==> config.mk <==
export PLATFORM = sky130hd
export DESIGN_NAME = bhtdr_bucket_update
export DESIGN_NICKNAME = d
export VERILOG_FILES = /design/src/hw/rtl/bhtdr_pkg.sv /design/src/hw/rtl/bhtdr_bucket_update.sv
export SDC_FILE = /design/constraint.sdc
export NUM_CORES = 2
export LEC_CHECK = 0
export ABC_AREA = 1
export BUFFER_PORTS_ARGS = -buffer_cell sky130_fd_sc_hd__buf_4
export CORE_AREA = 2 2 461 463
export DETAILED_ROUTE_END_ITERATION = 10
export DIE_AREA = 0 0 463 465
export SYNTH_ARGS = -nofsm -noshare
export SYNTH_HDL_FRONTEND = slang
export SYNTH_SLANG_ARGS = --single-unit
export TNS_END_PERCENT = 50
==> constraint.sdc <==
create_clock -name vclk -period 9.15
set_input_delay 0.4575 -clock vclk [all_inputs]
set_output_delay 0.4575 -clock vclk [all_outputs]
set_load 0.03 [all_outputs]
==> src/hw/rtl/bhtdr_pkg.sv <==
// ----------------------------------------------------------------------------
// bhtdr_pkg: shared types and constants of the bucketed hash table
// Entry, item and result layouts, configuration register codes and defaults.
// ----------------------------------------------------------------------------
package bhtdr_pkg;

	// Default geometry: bucket count is a power of two.
	localparam int DEF_BUCKET_COUNT = 1024;
	localparam int DEF_WAYS         = 4;

	// Rank and replacement limit need one bit above the stored depth.
	localparam int RANK_W = 9;

	// Depth allowance granted to an exact bound when it overwrites its own key.
	localparam int EXACT_BONUS = 2;

	// Actions carried on the input word.
	localparam logic ACT_PROBE = 1'b0;
	localparam logic ACT_WRITE = 1'b1;

	// Configuration register indexes.
	localparam int CFG_IDX_W = 2;
	localparam int CFG_DATA_W = 15;
	localparam logic [CFG_IDX_W-1:0] CFG_MATE_THRESHOLD = 2'd0;
	localparam logic [CFG_IDX_W-1:0] CFG_EXACT_CODE     = 2'd1;
	localparam logic [CFG_IDX_W-1:0] CFG_OLD_MASK       = 2'd2;

	// Register values after reset.
	localparam logic [14:0] RST_MATE_THRESHOLD = 15'd30000;
	localparam logic [3:0]  RST_EXACT_CODE     = 4'd1;
	localparam logic [3:0]  RST_OLD_MASK       = 4'd4;

	// One table entry as held in a bucket row.
	typedef struct packed {
		logic               valid;
		logic [63:0]        key;
		logic signed [15:0] score;
		logic signed [15:0] eval;
		logic [7:0]         depth;
		logic [3:0]         flags;
		logic [15:0]        move;
	} entry_t;

	// Registered input word, score already mate adjusted.
	typedef struct packed {
		logic               action;
		logic [63:0]        key;
		logic signed [15:0] score;
		logic signed [15:0] eval;
		logic [7:0]         depth;
		logic [3:0]         flags;
		logic [15:0]        move;
	} item_t;

	// Result word.
	typedef struct packed {
		logic               found;
		logic signed [15:0] score;
		logic signed [15:0] eval;
		logic [7:0]         depth;
		logic [3:0]         flags;
		logic [15:0]        move;
	} result_t;

	// Configuration seen by the update logic.
	typedef struct packed {
		logic [3:0] exact_code;
		logic [3:0] old_mask;
	} cfg_t;

endpackage

==> src/hw/rtl/bhtdr_bucket_update.sv <==
// ----------------------------------------------------------------------------
// bhtdr_bucket_update: bucket modify logic
// Matches the key across the ways, then builds the written-back row and the
// result word for a probe, an in-place update or a ranked insertion.
// ----------------------------------------------------------------------------
module bhtdr_bucket_update #(
	parameter int WAYS = 4
) (
	input  bhtdr_pkg::cfg_t               cfg,
	input  bhtdr_pkg::item_t              item,
	input  bhtdr_pkg::entry_t [WAYS-1:0]  row_in,
	output bhtdr_pkg::entry_t [WAYS-1:0]  row_out,
	output bhtdr_pkg::result_t            result
);
	import bhtdr_pkg::*;

	logic [WAYS-1:0]   hit;
	logic [WAYS-1:0]   first_hit;
	logic [WAYS-1:0]   rank_le;
	logic [WAYS:0]     keep_run;
	logic [WAYS-1:0]   shift_in;
	logic              hit_any;
	logic [RANK_W-1:0] new_rank;
	logic [RANK_W-1:0] limit;
	logic [RANK_W-1:0] way_rank [WAYS];
	entry_t [WAYS-1:0] row_shift;
	entry_t            new_entry;

	// Key match, ranks and the replacement limit.
	always_comb begin
		logic seen;
		seen = 1'b0;
		new_rank = {1'b0, item.depth} + RANK_W'(|(item.flags & cfg.exact_code));
		limit = {1'b0, item.depth} +
			((item.flags == cfg.exact_code) ? RANK_W'(EXACT_BONUS) : RANK_W'(0));
		for (int w = 0; w < WAYS; w++) begin
			hit[w] = row_in[w].valid && (row_in[w].key == item.key);
			first_hit[w] = hit[w] && !seen;
			seen = seen | hit[w];
			way_rank[w] = row_in[w].valid ?
				({1'b0, row_in[w].depth} + RANK_W'(|(row_in[w].flags & cfg.exact_code))) :
				RANK_W'(0);
			rank_le[w] = (way_rank[w] <= new_rank);
		end
		hit_any = seen;
	end

	// Run of ways from the bottom of the bucket that rank no higher than the
	// new entry; the new entry lands at the top of that run.
	always_comb begin
		keep_run[WAYS] = 1'b1;
		for (int w = WAYS - 1; w >= 0; w--) begin
			keep_run[w] = rank_le[w] & keep_run[w+1];
		end
	end

	assign shift_in  = {keep_run[WAYS-2:0], 1'b0};
	assign row_shift = {row_in[WAYS-2:0], entry_t'('0)};

	always_comb begin
		new_entry       = '0;
		new_entry.valid = 1'b1;
		new_entry.key   = item.key;
		new_entry.score = item.score;
		new_entry.eval  = item.eval;
		new_entry.depth = item.depth;
		new_entry.flags = item.flags;
		new_entry.move  = item.move;
	end

	// Row to write back and the result word.
	always_comb begin
		row_out = row_in;
		result = '0;
		result.found = hit_any;
		for (int w = 0; w < WAYS; w++) begin
			if (item.action == ACT_PROBE) begin
				if (first_hit[w]) begin
					row_out[w].flags = row_in[w].flags & ~cfg.old_mask;
					result.score = row_in[w].score;
					result.eval  = row_in[w].eval;
					result.depth = row_in[w].depth;
					result.flags = row_in[w].flags & ~cfg.old_mask;
					result.move  = row_in[w].move;
				end
			end else if (hit_any) begin
				if (first_hit[w] && ({1'b0, row_in[w].depth} <= limit)) begin
					row_out[w].score = item.score;
					row_out[w].eval  = item.eval;
					row_out[w].depth = item.depth;
					row_out[w].flags = item.flags;
					row_out[w].move  = item.move;
				end
			end else begin
				if (shift_in[w]) begin
					row_out[w] = row_shift[w];
				end else if (keep_run[w]) begin
					row_out[w] = new_entry;
				end
			end
		end
	end

endmodule

## Yosys cells after proc, flatten, opt, wreduce, memory -nomap -nowiden

Index checks and enable logic that the tools add are counted.

- Bits in registers: 0
- Output and inout port bits: 561
- Logic and storage cells: 102
- Input bits: 633

- Bitwise gates (word level): 16
- Eq/ne operators: 5
- Reduce and logical (&&, ||, !) cells: 19
- Order comparisons: 8
- Add/subtract/negate cells: 6
- Multiplexer cells: 48

Operator list:

| kind | number |
|---|---|
| 60-bit 2-to-1 mux | 16 |
| 125-bit 2-to-1 mux | 7 |
| 105-bit 2-to-1 mux | 4 |
| 65-bit 2-to-1 mux | 4 |
| 64-bit equality test | 4 |
| 16-bit 2-to-1 mux | 4 |
| 8-bit by 1-bit adder with 9-bit output | 5 |
| 4-bit bitwise AND | 9 |
| 8-bit by 9-bit less-or-equal comparator with 1-bit output | 4 |
| 9-bit less-or-equal comparator | 4 |
| 9-bit 2-to-1 mux | 4 |
| 4-bit 2-to-1 mux | 8 |
| 4-bit OR reduction | 5 |
| 1-bit logical AND | 11 |
| 8-bit by 2-bit adder with 9-bit output | 1 |
| 4-bit equality test | 1 |
| 4-bit NOT | 1 |
| 1-bit bitwise AND | 3 |
| 1-bit zero test | 3 |
| 1-bit OR | 3 |
| 2-bit 2-to-1 mux | 1 |

## Logic depth before layout (Yosys ltp)

- Word-level depth: 11
- Depth in mapped cells: 30
- Depth with buffers taken out: 28

## Least setup slack after synthesis

OpenSTA, ideal clock, no wires.

- Path kind: input to output
- Start point: in cfg[5] in the netlist's numbering
- End point: out row_out[277] in the netlist's numbering
- Stages: 22
- Required time: 8.693 ns
- Path buffers: 3
- Data arrival time: 4.245 ns
- Path slack: 4.448 ns
- Cells stage by stage: ha_1 or4_1 ha_1 ha_1 nand3_1 xor2_1 ha_1 a21o_1 o21ai_1 nand3_1 nand2_1 nand2_1 inv_1 buf_2 buf_2 buf_2 nand3_1 nand2_1 nor2_1 nor2_1 nor2_1 a21oi_1

RTL lines:

| element | RTL line | RTL |
|---|---|---|
| start: declaration | bhtdr_bucket_update.sv:9 | `input bhtdr_pkg::cfg_t cfg,` |
| end: declaration | bhtdr_bucket_update.sv:12 | `output bhtdr_pkg::entry_t [WAYS-1:0] row_out,` |

==> flow_metrics.py <==
metrics = {
    "status": {
        "outcome": "completed",
    },
    "setup_path": {
        "cp.depth": 25,
        "cp_num_buf_inv": 5,
        "worstSetupStartpoint": "cfg[5]",
        "cp.required_ns": 8.69,
        "crit_top_cell": "nand2_1",
        "slowest_stage": "or4_1",
        "crit_end": "row_out[142]",
        "crit_family": "simple AND/OR/NAND/NOR gates",
        "endpoint_kind": "output pin",
        "slowest_delay_ns": 0.68,
        "worstPathMaxFanout": 50,
        "startpoint_type": "input pin",
        "cp.arrival_ns": 6.63,
        "critPathKind": "input pin to output pin",
    },
    "detailed_routing": {
        "wirelength_mm": 359.0,
        "drt_iter0_markers": 9450,
        "drc_errors": 0,
        "drt-wirelength-per-cell_um": 32.86,
        "ant_nets": 0,
        "dr.pass1.iters": 7,
        "viasPerCell": 5.218,
        "vias": 57020,
    },
    "power": {
        "irDropWorstVdd_mv": 0.09820,
        "leakage_nw": 23.23,
        "p_per_area_nw_per_um2": 106.3,
        "power_mw": 4.609,
    },
    "sta": {
        "period_minus_slack_ns": 7.086,
        "hold_viol_final": 0,
        "tns_ns": 0,
        "grt_setup_unrepaired": "no",
        "period_share": 0.7745,
        "slew_violations": 0,
        "clock.fmax_mhz": 141.1,
        "setup_viol": 0,
        "timing.hold.ws_ns": 1.250,
        "tightest_slew_ns": 1.221,
        "slew_headroom": 0.1799,
    },
    "place": {
        "port-buffer-count": 1194,
        "gp_congestion": 1.082,
        "dp_hpwl_mm": 295.3,
        "placed_cells": 10810,
    },
    "synthesis": {
        "syn_nets": 7936,
        "netlist_area_um2": 31900,
        "ys_seq_area_frac": 0,
        "syn_area_per_cell_um2": 4.419,
        "synthCells": 7219,
        "yosys_warnings": 0,
        "ys_types": 48,
    },
    "clock_network": {
        "ctsResizeCount": 0,
        "post_cts_buffers": 0,
        "ctsHoldBuffers": 0,
    },
    "cells_and_area": {
        "nets": 8713,
        "multi_input_area_um2": 27120,
        "nFlopsAndLatches": 0,
        "register_area_um2": 0,
        "utilization": 0.2057,
        "layoutNonFillerInstCount": 10930,
        "clkbuf_count": 0,
        "nFillCells": 25410,
        "drive_above_1_share": 0.1701,
        "areaGrowthSynthToFinish_pct": 35.93,
    },
    "floorplanning": {
        "die_h_um": 465,
        "pin_count": 1194,
        "initial_core_util": 0.1513,
        "die-area_um2": 215300,
        "rows": 169,
        "fp.dieW_um": 463,
        "fp.coreArea_um2": 210800,
    },
    "grt": {
        "grt_pass1_wl_mm": 466.3,
        "grt_usage": 0.3141,
        "gr-total-overflow": 0,
        "grt_max_degree": 165,
        "antenna_found_initial": 174,
        "grt_pass1_vias": 49450,
    },
    "hold_path": {
        "min_path_type": "input pin to output pin",
        "min_path_cells": 4,
        "hp-start": "row_in[129]",
    },
    "job": {
        "max_cap_violations": 0,
    },
}
-- metrics by stage --
step | instance area (um^2) | setup slack [ns]
after floorplan | 31900 | 4.448
after global placement | 43080 | 2.112
after detailed placement | 43080 | 2.105
after CTS | 43080 | 2.105
after global routing | 43280 | 1.763
final | 43370 | 2.064
-- synthesized netlist by cell type (all sizes together), types with 2 or more instances --
library cell	instances	area, um^2
o21a	6	45.04
clkbuf	265	1005
o22ai	103	644.4
buf	225	1175
xor2	25	219.0
nand3	558	2820
nand4	146	913.4
nor2	895	3423
xnor2	38	332.8
and2	16	100.1
nor4	3	18.77
nor3	48	240.2
o211ai	122	915.9
a21oi	220	1105
nand2	2915	10990
and3	2	12.51
inv	739	2774
o21bai	2	15.01
o21ai	777	3889
or2	2	12.52
nor3b	3	22.52
ha	84	1051
nand3b	16	120.1
-- layer usage --
layer / share of wire / wire [um] / global-route usage
met1: 0.40 / 144300 / 0.4099
met2: 0.38 / 135900 / 0.4259
met3: 0.15 / 53880 / 0.1375
met4: 0.068 / 24350 / 0.1711
met5: 0.0015 / 536 / 0
-- where the power goes --
group	internal (mW)	switching [mW]
registers	0	0
logic	1.26	3.35
clock network	0.00000147	0
total	1.26	3.35
-- final cells by class --
type | instances | share of cell area
timing repair buffer | 1265 | 0.2219
tap | 2821 | 0.08139
antenna | 112 | 0.006462
multi-input combinational | 5989 | 0.6254
inverter | 740 | 0.06480
-- kinds of logic (layout without fill, tap and decap cells) --
family,Yosys count,count (layout),share of synthesized area
adder cells (fa/ha/maj),84,84,0.03294
XOR/XNOR,63,63,0.01729
other,0,112,0
AND/OR/NAND/NOR,4608,4608,0.5861
buffers and inverters,1230,2005,0.1554
AO/OA/AOI/OAI,1234,1234,0.2083
-- cell usage in the layout, fill, tap and decap left out, types with 3 or more instances in the layout --
master	count
nand2_4	14
nor3b_1	3
nor2_1	882
xnor2_1	38
nand2_1	2897
nand3b_1	16
a21oi_1	218
nand3_1	552
nand3_4	6
ha_1	84
nor3_1	48
o211ai_1	122
nand2_2	3
nand4_1	146
nor2_2	4
diode_2	112
inv_1	686
xor2_1	25
and2_1	15
o22ai_1	103
buf_12	10
o21a_1	6
o21ai_0	691
nor2_4	8
o21ai_1	86
inv_2	44
buf_4	1253
-- how the worst min path moves through the flow --
stage                   endpoint  slack [ns]
floorplan            row_out[88]        1.09
global placement    row_out[184]        1.25
detailed placement  row_out[184]        1.25
CTS                 row_out[184]        1.25
global route        row_out[128]        1.27
finish              row_out[129]        1.25
Power figures use the tool's default switching activity.
